**src/tbpe_pkg.sv**
```systemverilog
// shared types and constants of the tape block pulse encoder
package tbpe_pkg;

	localparam int unsigned RUN_SLOTS = 12;

	localparam logic [3:0] SLOT_PILOT    = 4'd0;
	localparam logic [3:0] SLOT_SYNC_ONE = 4'd1;
	localparam logic [3:0] SLOT_SYNC_TWO = 4'd2;
	localparam logic [3:0] SLOT_BIT0     = 4'd3;
	localparam logic [3:0] SLOT_PAUSE    = 4'd11;

	localparam logic [2:0] REG_PILOT_LENGTH    = 3'd0;
	localparam logic [2:0] REG_PILOT_COUNT     = 3'd1;
	localparam logic [2:0] REG_SYNC_ONE_LENGTH = 3'd2;
	localparam logic [2:0] REG_SYNC_TWO_LENGTH = 3'd3;
	localparam logic [2:0] REG_ZERO_BIT_LENGTH = 3'd4;
	localparam logic [2:0] REG_ONE_BIT_LENGTH  = 3'd5;
	localparam logic [2:0] REG_PAUSE_MS        = 3'd6;
	localparam logic [2:0] REG_AUTO_PILOT      = 3'd7;

	localparam logic [15:0] RST_PILOT_LENGTH    = 16'd2168;
	localparam logic [15:0] RST_PILOT_COUNT     = 16'd3223;
	localparam logic [15:0] RST_SYNC_ONE_LENGTH = 16'd667;
	localparam logic [15:0] RST_SYNC_TWO_LENGTH = 16'd735;
	localparam logic [15:0] RST_ZERO_BIT_LENGTH = 16'd855;
	localparam logic [15:0] RST_ONE_BIT_LENGTH  = 16'd1710;
	localparam logic [15:0] RST_PAUSE_MS        = 16'd1000;

	localparam logic [11:0] TSTATES_PER_MS    = 12'd3500;
	localparam logic [15:0] AUTO_PILOT_HEADER = 16'd8063;
	localparam logic [15:0] AUTO_PILOT_DATA   = 16'd3223;
	localparam logic [3:0]  MAX_BITS          = 4'd8;

	typedef enum logic [2:0] {
		KIND_PILOT    = 3'd0,
		KIND_SYNC_ONE = 3'd1,
		KIND_SYNC_TWO = 3'd2,
		KIND_ZERO_BIT = 3'd3,
		KIND_ONE_BIT  = 3'd4,
		KIND_PAUSE    = 3'd5
	} run_kind_t;

	typedef struct packed {
		logic [15:0] pilot_length;
		logic [15:0] pilot_count;
		logic [15:0] sync_one_length;
		logic [15:0] sync_two_length;
		logic [15:0] zero_bit_length;
		logic [15:0] one_bit_length;
		logic [15:0] pause_len_ms;
		logic [27:0] pause_duration;
		logic        auto_pilot;
	} tbpe_cfg_t;

	typedef struct packed {
		logic [RUN_SLOTS-1:0] run_mask;
		logic [15:0]          pilot_count;
		logic [7:0]           data_byte;
	} tbpe_entry_t;

endpackage

```
**src/tbpe_cfg.sv**
```systemverilog
// configuration register file with precomputed pause duration
module tbpe_cfg
	import tbpe_pkg::*;
(
	input  logic        clk,
	input  logic        arst_n,
	input  logic        cfg_wr_en,
	input  logic [2:0]  cfg_index,
	input  logic [15:0] cfg_data,
	output tbpe_cfg_t   cfg
);

	tbpe_cfg_t cfg_q;

	always_ff @(posedge clk or negedge arst_n) begin
		if (!arst_n) begin
			cfg_q.pilot_length    <= RST_PILOT_LENGTH;
			cfg_q.pilot_count     <= RST_PILOT_COUNT;
			cfg_q.sync_one_length <= RST_SYNC_ONE_LENGTH;
			cfg_q.sync_two_length <= RST_SYNC_TWO_LENGTH;
			cfg_q.zero_bit_length <= RST_ZERO_BIT_LENGTH;
			cfg_q.one_bit_length  <= RST_ONE_BIT_LENGTH;
			cfg_q.pause_len_ms    <= RST_PAUSE_MS;
			cfg_q.pause_duration  <= 28'(RST_PAUSE_MS) * 28'(TSTATES_PER_MS);
			cfg_q.auto_pilot      <= 1'b1;
		end else if (cfg_wr_en) begin
			unique case (cfg_index)
				REG_PILOT_LENGTH:    cfg_q.pilot_length    <= cfg_data;
				REG_PILOT_COUNT:     cfg_q.pilot_count     <= cfg_data;
				REG_SYNC_ONE_LENGTH: cfg_q.sync_one_length <= cfg_data;
				REG_SYNC_TWO_LENGTH: cfg_q.sync_two_length <= cfg_data;
				REG_ZERO_BIT_LENGTH: cfg_q.zero_bit_length <= cfg_data;
				REG_ONE_BIT_LENGTH:  cfg_q.one_bit_length  <= cfg_data;
				REG_PAUSE_MS: begin
					cfg_q.pause_len_ms   <= cfg_data;
					cfg_q.pause_duration <= 28'(cfg_data) * 28'(TSTATES_PER_MS);
				end
				REG_AUTO_PILOT:      cfg_q.auto_pilot      <= cfg_data[0];
			endcase
		end
	end

	assign cfg = cfg_q;

endmodule

```
**src/tbpe_front.sv**
```systemverilog
// front end: accepts bytes and works out which runs each one causes
module tbpe_front
	import tbpe_pkg::*;
(
	input  tbpe_cfg_t   cfg,
	input  logic        item_valid,
	output logic        item_stall,
	input  logic [7:0]  data_byte,
	input  logic        first_of_block,
	input  logic        last_of_block,
	input  logic [3:0]  bit_count,
	input  logic        empty_block,
	input  logic        queue_full,
	output logic        push,
	output tbpe_entry_t push_entry
);

	logic [3:0]  nbits;
	logic [15:0] pilot_pulses;

	always_comb begin
		if (empty_block) begin
			nbits = 4'd0;
		end else if (bit_count > MAX_BITS) begin
			nbits = MAX_BITS;
		end else begin
			nbits = bit_count;
		end

		if (cfg.auto_pilot) begin
			pilot_pulses = (!empty_block && !data_byte[7]) ? AUTO_PILOT_HEADER : AUTO_PILOT_DATA;
		end else begin
			pilot_pulses = cfg.pilot_count;
		end

		push_entry.run_mask = '0;
		push_entry.run_mask[SLOT_PILOT]    = first_of_block && (pilot_pulses != 16'd0);
		push_entry.run_mask[SLOT_SYNC_ONE] = first_of_block && (cfg.sync_one_length != 16'd0);
		push_entry.run_mask[SLOT_SYNC_TWO] = first_of_block && (cfg.sync_two_length != 16'd0);
		for (int b = 0; b < 8; b++) begin
			push_entry.run_mask[int'(SLOT_BIT0) + b] = (4'(b) < nbits);
		end
		push_entry.run_mask[SLOT_PAUSE] = last_of_block && (cfg.pause_len_ms != 16'd0);
		push_entry.pilot_count = pilot_pulses;
		push_entry.data_byte   = data_byte;
	end

	// words with no run are taken and dropped
	assign item_stall = queue_full;
	assign push       = item_valid && !queue_full && (push_entry.run_mask != '0);

endmodule

```
**src/tbpe_fifo.sv**
```systemverilog
// short queue of classified words between front and back
module tbpe_fifo
	import tbpe_pkg::*;
#(
	parameter int unsigned DEPTH = 2
) (
	input  logic        clk,
	input  logic        arst_n,
	input  logic        push,
	input  tbpe_entry_t push_entry,
	output logic        full,
	output logic        head_valid,
	output tbpe_entry_t head_entry,
	input  logic        pop
);

	localparam int unsigned PTR_W = (DEPTH > 1) ? $clog2(DEPTH) : 1;
	localparam int unsigned CNT_W = $clog2(DEPTH + 1);

	tbpe_entry_t        mem_q [DEPTH];
	logic [PTR_W-1:0]   wr_ptr_q;
	logic [PTR_W-1:0]   rd_ptr_q;
	logic [CNT_W-1:0]   count_q;
	logic               do_push;
	logic               do_pop;

	assign full       = (count_q == CNT_W'(DEPTH));
	assign head_valid = (count_q != '0);
	assign head_entry = mem_q[rd_ptr_q];
	assign do_push    = push && !full;
	assign do_pop     = pop && head_valid;

	always_ff @(posedge clk) begin
		if (do_push) begin
			mem_q[wr_ptr_q] <= push_entry;
		end
	end

	always_ff @(posedge clk or negedge arst_n) begin
		if (!arst_n) begin
			wr_ptr_q <= '0;
			rd_ptr_q <= '0;
			count_q  <= '0;
		end else begin
			if (do_push) begin
				wr_ptr_q <= (wr_ptr_q == PTR_W'(DEPTH - 1)) ? '0 : wr_ptr_q + 1'b1;
			end
			if (do_pop) begin
				rd_ptr_q <= (rd_ptr_q == PTR_W'(DEPTH - 1)) ? '0 : rd_ptr_q + 1'b1;
			end
			if (do_push && !do_pop) begin
				count_q <= count_q + 1'b1;
			end else if (do_pop && !do_push) begin
				count_q <= count_q - 1'b1;
			end
		end
	end

endmodule

```
**src/tbpe_back.sv**
```systemverilog
// back end: walks each run mask, sends one run a cycle unless stalled
module tbpe_back
	import tbpe_pkg::*;
(
	input  logic        clk,
	input  logic        arst_n,
	input  tbpe_cfg_t   cfg,
	input  logic        head_valid,
	input  tbpe_entry_t head_entry,
	output logic        pop,
	output logic        run_valid,
	input  logic        run_stall,
	output logic [27:0] duration,
	output logic [15:0] repeat_count,
	output logic [2:0]  run_kind,
	output logic        last_run
);

	logic                 cur_valid_q;
	logic [RUN_SLOTS-1:0] cur_mask_q;
	logic [15:0]          cur_pilot_q;
	logic [7:0]           cur_data_q;

	logic                 run_valid_q;
	logic [27:0]          duration_q;
	logic [15:0]          repeat_count_q;
	run_kind_t            run_kind_q;
	logic                 last_run_q;

	logic                 out_free;
	logic [3:0]           slot;
	logic [RUN_SLOTS-1:0] remaining;
	logic [3:0]           bit_sel;
	logic                 data_bit;
	logic [27:0]          nxt_duration;
	logic [15:0]          nxt_repeat;
	run_kind_t            nxt_kind;

	always_comb begin
		slot = '0;
		for (int i = RUN_SLOTS - 1; i >= 0; i--) begin
			if (cur_mask_q[i]) begin
				slot = 4'(i);
			end
		end
		remaining = cur_mask_q & ~(RUN_SLOTS'(1) << slot);
		bit_sel   = slot - SLOT_BIT0;
		data_bit  = cur_data_q[3'd7 - bit_sel[2:0]];

		unique case (slot)
			SLOT_PILOT: begin
				nxt_duration = 28'(cfg.pilot_length);
				nxt_repeat   = cur_pilot_q;
				nxt_kind     = KIND_PILOT;
			end
			SLOT_SYNC_ONE: begin
				nxt_duration = 28'(cfg.sync_one_length);
				nxt_repeat   = 16'd1;
				nxt_kind     = KIND_SYNC_ONE;
			end
			SLOT_SYNC_TWO: begin
				nxt_duration = 28'(cfg.sync_two_length);
				nxt_repeat   = 16'd1;
				nxt_kind     = KIND_SYNC_TWO;
			end
			SLOT_PAUSE: begin
				nxt_duration = cfg.pause_duration;
				nxt_repeat   = 16'd1;
				nxt_kind     = KIND_PAUSE;
			end
			default: begin
				nxt_duration = 28'(data_bit ? cfg.one_bit_length : cfg.zero_bit_length);
				nxt_repeat   = 16'd2;
				nxt_kind     = data_bit ? KIND_ONE_BIT : KIND_ZERO_BIT;
			end
		endcase
	end

	assign out_free = !run_valid_q || !run_stall;
	assign pop      = head_valid && (!cur_valid_q || (out_free && (remaining == '0)));

	always_ff @(posedge clk or negedge arst_n) begin
		if (!arst_n) begin
			cur_valid_q <= 1'b0;
			cur_mask_q  <= '0;
			run_valid_q <= 1'b0;
		end else begin
			if (out_free) begin
				run_valid_q <= cur_valid_q;
			end
			if (pop) begin
				cur_valid_q <= 1'b1;
				cur_mask_q  <= head_entry.run_mask;
			end else if (cur_valid_q && out_free) begin
				cur_mask_q <= remaining;
				if (remaining == '0) begin
					cur_valid_q <= 1'b0;
				end
			end
		end
	end

	always_ff @(posedge clk) begin
		if (pop) begin
			cur_pilot_q <= head_entry.pilot_count;
			cur_data_q  <= head_entry.data_byte;
		end
		if (out_free && cur_valid_q) begin
			duration_q     <= nxt_duration;
			repeat_count_q <= nxt_repeat;
			run_kind_q     <= nxt_kind;
			last_run_q     <= (remaining == '0);
		end
	end

	assign run_valid    = run_valid_q;
	assign duration     = duration_q;
	assign repeat_count = repeat_count_q;
	assign run_kind     = run_kind_q;
	assign last_run     = last_run_q;

endmodule

```
**src/tape_block_pulse_encoder_top.sv**
```systemverilog
// top level of the tape block pulse encoder
//
// input channel (item_valid / item_stall) takes one block byte per word with
// its first, last and empty marks and its count of valid bits, msb first.
// output channel (run_valid / run_stall) gives pulse runs: duration in
// t-states, repeat count, run kind and a last_run mark on the final run
// of each byte. bytes that cause no run are taken and give nothing.
// a byte gives up to twelve runs: pilot, two sync, eight bit runs, pause.
// the first run of a byte passes the queue, the current-word registers and
// the run register; runs then follow one per cycle while run_stall is low,
// with no gap between bytes. the front end takes a byte per cycle while the
// queue has room, so bytes keep flowing in while earlier runs still wait.
// a stall on the output holds the run register; the queue fills and then
// item_stall rises. configuration goes through cfg_wr_en, cfg_index and
// cfg_data while the block is idle, a rule the block does not enforce. reset
// loads the default timings, empties the queue and drops any pending run.
module tape_block_pulse_encoder_top
	import tbpe_pkg::*;
#(
	parameter int unsigned QUEUE_DEPTH = 2
) (
	input  logic        clk,
	input  logic        arst_n,
	input  logic        cfg_wr_en,
	input  logic [2:0]  cfg_index,
	input  logic [15:0] cfg_data,
	input  logic        item_valid,
	output logic        item_stall,
	input  logic [7:0]  data_byte,
	input  logic        first_of_block,
	input  logic        last_of_block,
	input  logic [3:0]  bit_count,
	input  logic        empty_block,
	output logic        run_valid,
	input  logic        run_stall,
	output logic [27:0] duration,
	output logic [15:0] repeat_count,
	output logic [2:0]  run_kind,
	output logic        last_run
);

	tbpe_cfg_t   cfg;
	logic        queue_push;
	logic        queue_full;
	logic        queue_head_valid;
	logic        queue_pop;
	tbpe_entry_t push_entry;
	tbpe_entry_t head_entry;

	tbpe_cfg u_cfg (
		.clk       (clk),
		.arst_n    (arst_n),
		.cfg_wr_en (cfg_wr_en),
		.cfg_index (cfg_index),
		.cfg_data  (cfg_data),
		.cfg       (cfg)
	);

	tbpe_front u_front (
		.cfg            (cfg),
		.item_valid     (item_valid),
		.item_stall     (item_stall),
		.data_byte      (data_byte),
		.first_of_block (first_of_block),
		.last_of_block  (last_of_block),
		.bit_count      (bit_count),
		.empty_block    (empty_block),
		.queue_full     (queue_full),
		.push           (queue_push),
		.push_entry     (push_entry)
	);

	tbpe_fifo #(
		.DEPTH (QUEUE_DEPTH)
	) u_fifo (
		.clk        (clk),
		.arst_n     (arst_n),
		.push       (queue_push),
		.push_entry (push_entry),
		.full       (queue_full),
		.head_valid (queue_head_valid),
		.head_entry (head_entry),
		.pop        (queue_pop)
	);

	tbpe_back u_back (
		.clk          (clk),
		.arst_n       (arst_n),
		.cfg          (cfg),
		.head_valid   (queue_head_valid),
		.head_entry   (head_entry),
		.pop          (queue_pop),
		.run_valid    (run_valid),
		.run_stall    (run_stall),
		.duration     (duration),
		.repeat_count (repeat_count),
		.run_kind     (run_kind),
		.last_run     (last_run)
	);

endmodule

```
**config.mk**
```make
export PLATFORM = sky130hd
export DESIGN_NAME = tape_block_pulse_encoder_top
export DESIGN_NICKNAME = d
export VERILOG_FILES = /design/src/tbpe_pkg.sv /design/src/tbpe_cfg.sv /design/src/tbpe_front.sv /design/src/tbpe_fifo.sv /design/src/tbpe_back.sv /design/src/tape_block_pulse_encoder_top.sv
export SDC_FILE = /design/constraint.sdc
export NUM_CORES = 1
export LEC_CHECK = 0
export BUFFER_PORTS_ARGS = -buffer_cell sky130_fd_sc_hd__buf_2
export CAP_MARGIN = 20
export CORE_ASPECT_RATIO = 1.5
export CORE_MARGIN = 2
export CORE_UTILIZATION = 60
export DETAILED_ROUTE_END_ITERATION = 10
export PLACE_DENSITY = 0.76
export SETUP_SLACK_MARGIN = 0.3
export SLEW_MARGIN = 15
export SYNTH_ARGS = -nofsm -noshare
export SYNTH_HDL_FRONTEND = slang
export SYNTH_SLANG_ARGS = --single-unit
```
**constraint.sdc**
```tcl
create_clock -name clk -period 6.32 [get_ports clk]
set_clock_uncertainty 0.15 [all_clocks]
set_input_delay 0.316 -clock clk [delete_from_list [all_inputs] [get_ports clk]]
set_output_delay 0.316 -clock clk [all_outputs]
set_load 0.02 [all_outputs]
```
==> impl_metrics.env <==
export IMPL_status="finished, final reports clean"
export IMPL_place_port_buffers=88
export IMPL_hold_slack_ps=29.1
export IMPL_synth_compound_area_share_pct=8.46
export IMPL_critPathArrivalTime_ps=5780
export IMPL_synth_cell_area_um2=16100
export IMPL_final_antenna_net_count=0
export IMPL_routed_via_count=10300
export IMPL_coreArea_um2=26500
export IMPL_p_per_area_nw_per_um2=578
export IMPL_startpoint="cfg_data[1]"
export IMPL_drc=0
export IMPL_initial_core_util_pct=60.8
export IMPL_wl_mm=36.0
export IMPL_layout_min_cycle_time_ps=5520
export IMPL_yosysWarnings=0
export IMPL_setup_slack_ps=798
export IMPL_synth_avg_cell_area_um2=12.4
export IMPL_die_w_um=138
export IMPL_crit_family="adder cells"
export IMPL_instances_no_fill=1759
export IMPL_postCtsSetupBuffers=0
export IMPL_synth_top_family_by_area="adder cells"
export IMPL_grt_pass1_wl_mm=57.2
export IMPL_overflow=0
export IMPL_slowest_delay_ps=550
export IMPL_synth_area_leaders="edfxtp_1 27%, dfrtp_1 15%, dfstp_2 9.6%"
export IMPL_synth_seq_area_share_pct=51.5
export IMPL_cts_sinks=300
export IMPL_rows=73
export IMPL_synth_top_cell_by_area="edfxtp_1"
export IMPL_rsz0062_at_grt="no"
export IMPL_first_iter_violations=623
export IMPL_cts_buffer_depth=3
export IMPL_synthXorXnorAreaFrac_pct=1.47
export IMPL_syn_inst=1304
export IMPL_cp_max_fo=10
export IMPL_period_share_pct=87.4
export IMPL_cts_clk_slew_worst_paths_ps=70
export IMPL_synth_top_area_share_pct=26.8
export IMPL_numCtsBuffers=26
export IMPL_antenna_cells=0
export IMPL_synth_mux_area_share_pct=10.8
export IMPL_gp_congestion=0.895
export IMPL_cts_max_level=1
export IMPL_avgRoutedWirePerCell_um=20.5
export IMPL_ioPinCount=89
export IMPL_drt_pass1_iter_count=6
export IMPL_min_path_type="in2reg"
export IMPL_cts_tree="done"
export IMPL_post_place_cells=1694
export IMPL_synth_simple_area_share_pct=8.39
export IMPL_hold_viol_final=0
export IMPL_synth_ff_type="edfxtp_1"
export IMPL_crit_required_ps=6580
export IMPL_timing_setup_tns_ps=0
export IMPL_cp_slowest_cell="fa_1"
export IMPL_routed_via_density=5.85
export IMPL_cp_start_kind="input port"
export IMPL_power_mw=10.4
export IMPL_cts_root_buf="clkbuf_16"
export IMPL_drive_above_1_share_pct=24.7
export IMPL_clock_latency_ps=540
export IMPL_synth_nets=1497
export IMPL_track_usage_pct=26.7
export IMPL_hold_start="cfg_index[0]"
export IMPL_drv_cap=0
export IMPL_synth_cell_types=70
export IMPL_synth_edf_count=144
export IMPL_synthAdderAreaFrac_pct=14.8
export IMPL_reg2reg_slack_ps=1730
export IMPL_peakVddDrop_mv=0.403
export IMPL_cp_cell_sequence="dlygate4sd3_1 > buf_2 > ha_1 > inv_1 > fa_1 > inv_1 > fa_1 > fa_1 > inv_1 > fa_1 > inv_1 > ha_1 > a21oi_1 > a21oi_1 > a311oi_2 > o211ai_1 > a31o_2 > a21oi_1 > xnor2_1 > mux2_2"
export IMPL_grt_max_degree=85
export IMPL_slew_headroom_pct=31.9
export IMPL_path_buf_inv=6
export IMPL_async_flop_share_pct=52.0
export IMPL_r2r_start="u_back.cur_mask_q[11]$_DFFE_PN0P_"
export IMPL_nNetsFinal=1595
export IMPL_grt_pass1_vias=10700
export IMPL_area_growth_pct=11.4
export IMPL_endpoint_kind="flop"
export IMPL_ys_ff_latch=300
export IMPL_fillers=1984
export IMPL_finalMaxSlewViolations=0
export IMPL_grt_antenna_before_repair=0
export IMPL_worst_pin_slew_ps=1020
export IMPL_dp_hpwl_mm=25.4
export IMPL_crit_type="in2reg"
export IMPL_die_area_um2=28200
export IMPL_leakagePower_nw=7.81
export IMPL_detailedPlace_worstSlack_ps=846
export IMPL_max_freq_mhz=181
export IMPL_setup_viol=0
export IMPL_die_y_um=205
## routing by layer
| metal | GRT usage, % | up-vias | routed length (µm) |
|---|---|---|---|
| li1 | - | 4786 | - |
| met1 | 32.8 | 5194 | 13900 |
| met2 | 48.0 | 243 | 19300 |
| met3 | 2.62 | 75 | 1290 |
| met4 | 10.3 | 0 | 1470 |
| met5 | 0 | - | 0 |
## through the flow
step | utilization (%) | instance area [µm²]
5_1_grt | 67.8 | 17900
3_3_place_gp | 63.8 | 16900
3_5_place_dp | 63.8 | 16900
4_1_cts | 67.6 | 17900
6_report | 67.8 | 17900
2_1_floorplan | - | 16100
## worst paths after layout
kind / cells past startpoint / end
min: 3 / u_cfg.cfg[0]$_DFFE_PN1P_
max: 20 / u_cfg.cfg[26]$_DFFE_PN0P_
max reg2reg: 15 / u_fifo.count_q[1]$_DFFE_PN0P_
min in group asynchronous: 2 / u_back.cur_mask_q[6]$_DFFE_PN0P_
max in group asynchronous: 3 / u_cfg.cfg[64]$_DFFE_PN0P_
min reg2reg: 2 / u_cfg.cfg[38]$_DFFE_PN1P_
## cell usage after synthesis (4+ instances only)
cell type / number
a222oi_1: 4
o211ai_1: 6
mux2_2: 113
clkbuf_1: 33
o21ai_1: 17
edfxtp_1: 144
nor4_1: 17
dfstp_2: 59
a21oi_2: 7
o21ai_0: 77
or2_2: 8
buf_1: 4
xnor2_1: 15
and2_1: 30
nor3_1: 14
nand4_1: 4
nand2_1: 129
xor2_1: 12
nand2b_1: 7
a21oi_1: 40
ha_1: 93
o21bai_1: 4
inv_1: 132
dfrtp_1: 97
fa_1: 61
nor2b_1: 12
nor2_1: 19
nand3_1: 15
mux2_4: 7
o31ai_1: 4
a22oi_1: 28
mux2i_1: 29
## where the power goes
group	switching (mW)	internal (mW)	total [mW]
clock	0.669	0.910	1.58
combinational	3.44	2.19	5.63
sequential	0.285	2.89	3.17
total	4.39	5.99	10.4
## layout make-up
class	instances	area (µm²)	area share, %
clock buffer	43	806	4.49
tap	337	422	2.35
timing repair buffer	117	726	4.04
inverter	133	499	2.78
sequential	300	8300	46.3
clock inverter	5	46.3	0.258
multi-input combinational	824	7150	39.8
## logic make-up after synthesis
| logic type | after synthesis |
|---|---|
| flops | 300 |
| simple gates | 271 |
| compound gates | 219 |
| buf+inv | 180 |
| fa+ha+maj | 154 |
| mux | 153 |
| xor+xnor | 27 |
## registers in the layout, indices dropped and copies added (netlist names)
name                 count
u_cfg.cfg              138
u_back.run_valid         1
u_back.last_run          1
u_fifo.mem_q            72
u_back.cur_pilot_q      16
u_back.cur_data_q        8
u_back.run_kind          3
u_back.duration         28
u_fifo.count_q           2
u_back.cur_mask_q       12
u_back.repeat_count     16
u_fifo.wr_ptr_q          1
u_back.cur_valid_q       1
u_fifo.rd_ptr_q          1
## cell usage in the layout (no fill, tap or decap), types with 7 or more instances in the layout
cell type      count
a21oi_1           39
xor2_1            12
nor2b_1            9
dfstp_2           59
mux2i_1           29
mux2_4             7
edfxtp_1         144
nand2_1          129
clkbuf_1          10
clkbuf_16         29
dfrtp_1           97
xnor2_1           15
dlygate4sd3_1     15
o21ai_1           17
nand3_1           15
nor4_1            17
nor3_1            12
and2_1            30
o21ai_0           77
mux2_2           113
or2_2              8
inv_1            132
buf_2             87
a21oi_2            7
a22oi_1           28
ha_1              93
nor2_1            19
nand2b_1           7
fa_1              61
buf_4             12
## worst reg2reg max path: cells and delay by family (launching register included)
kind	cells	cell delay, ps
xor+xnor	2	270
buf+inv	1	310
compound gates	5	1890
fa+ha+maj	2	710
flops	1	440
simple gates	5	730
## what timing repair did
action,CTS,global route
hold endpoints to repair,82,0
hold buffers,15,0
gates resized for setup,0,0
Note: power is estimated with default switching activity, not from simulation.
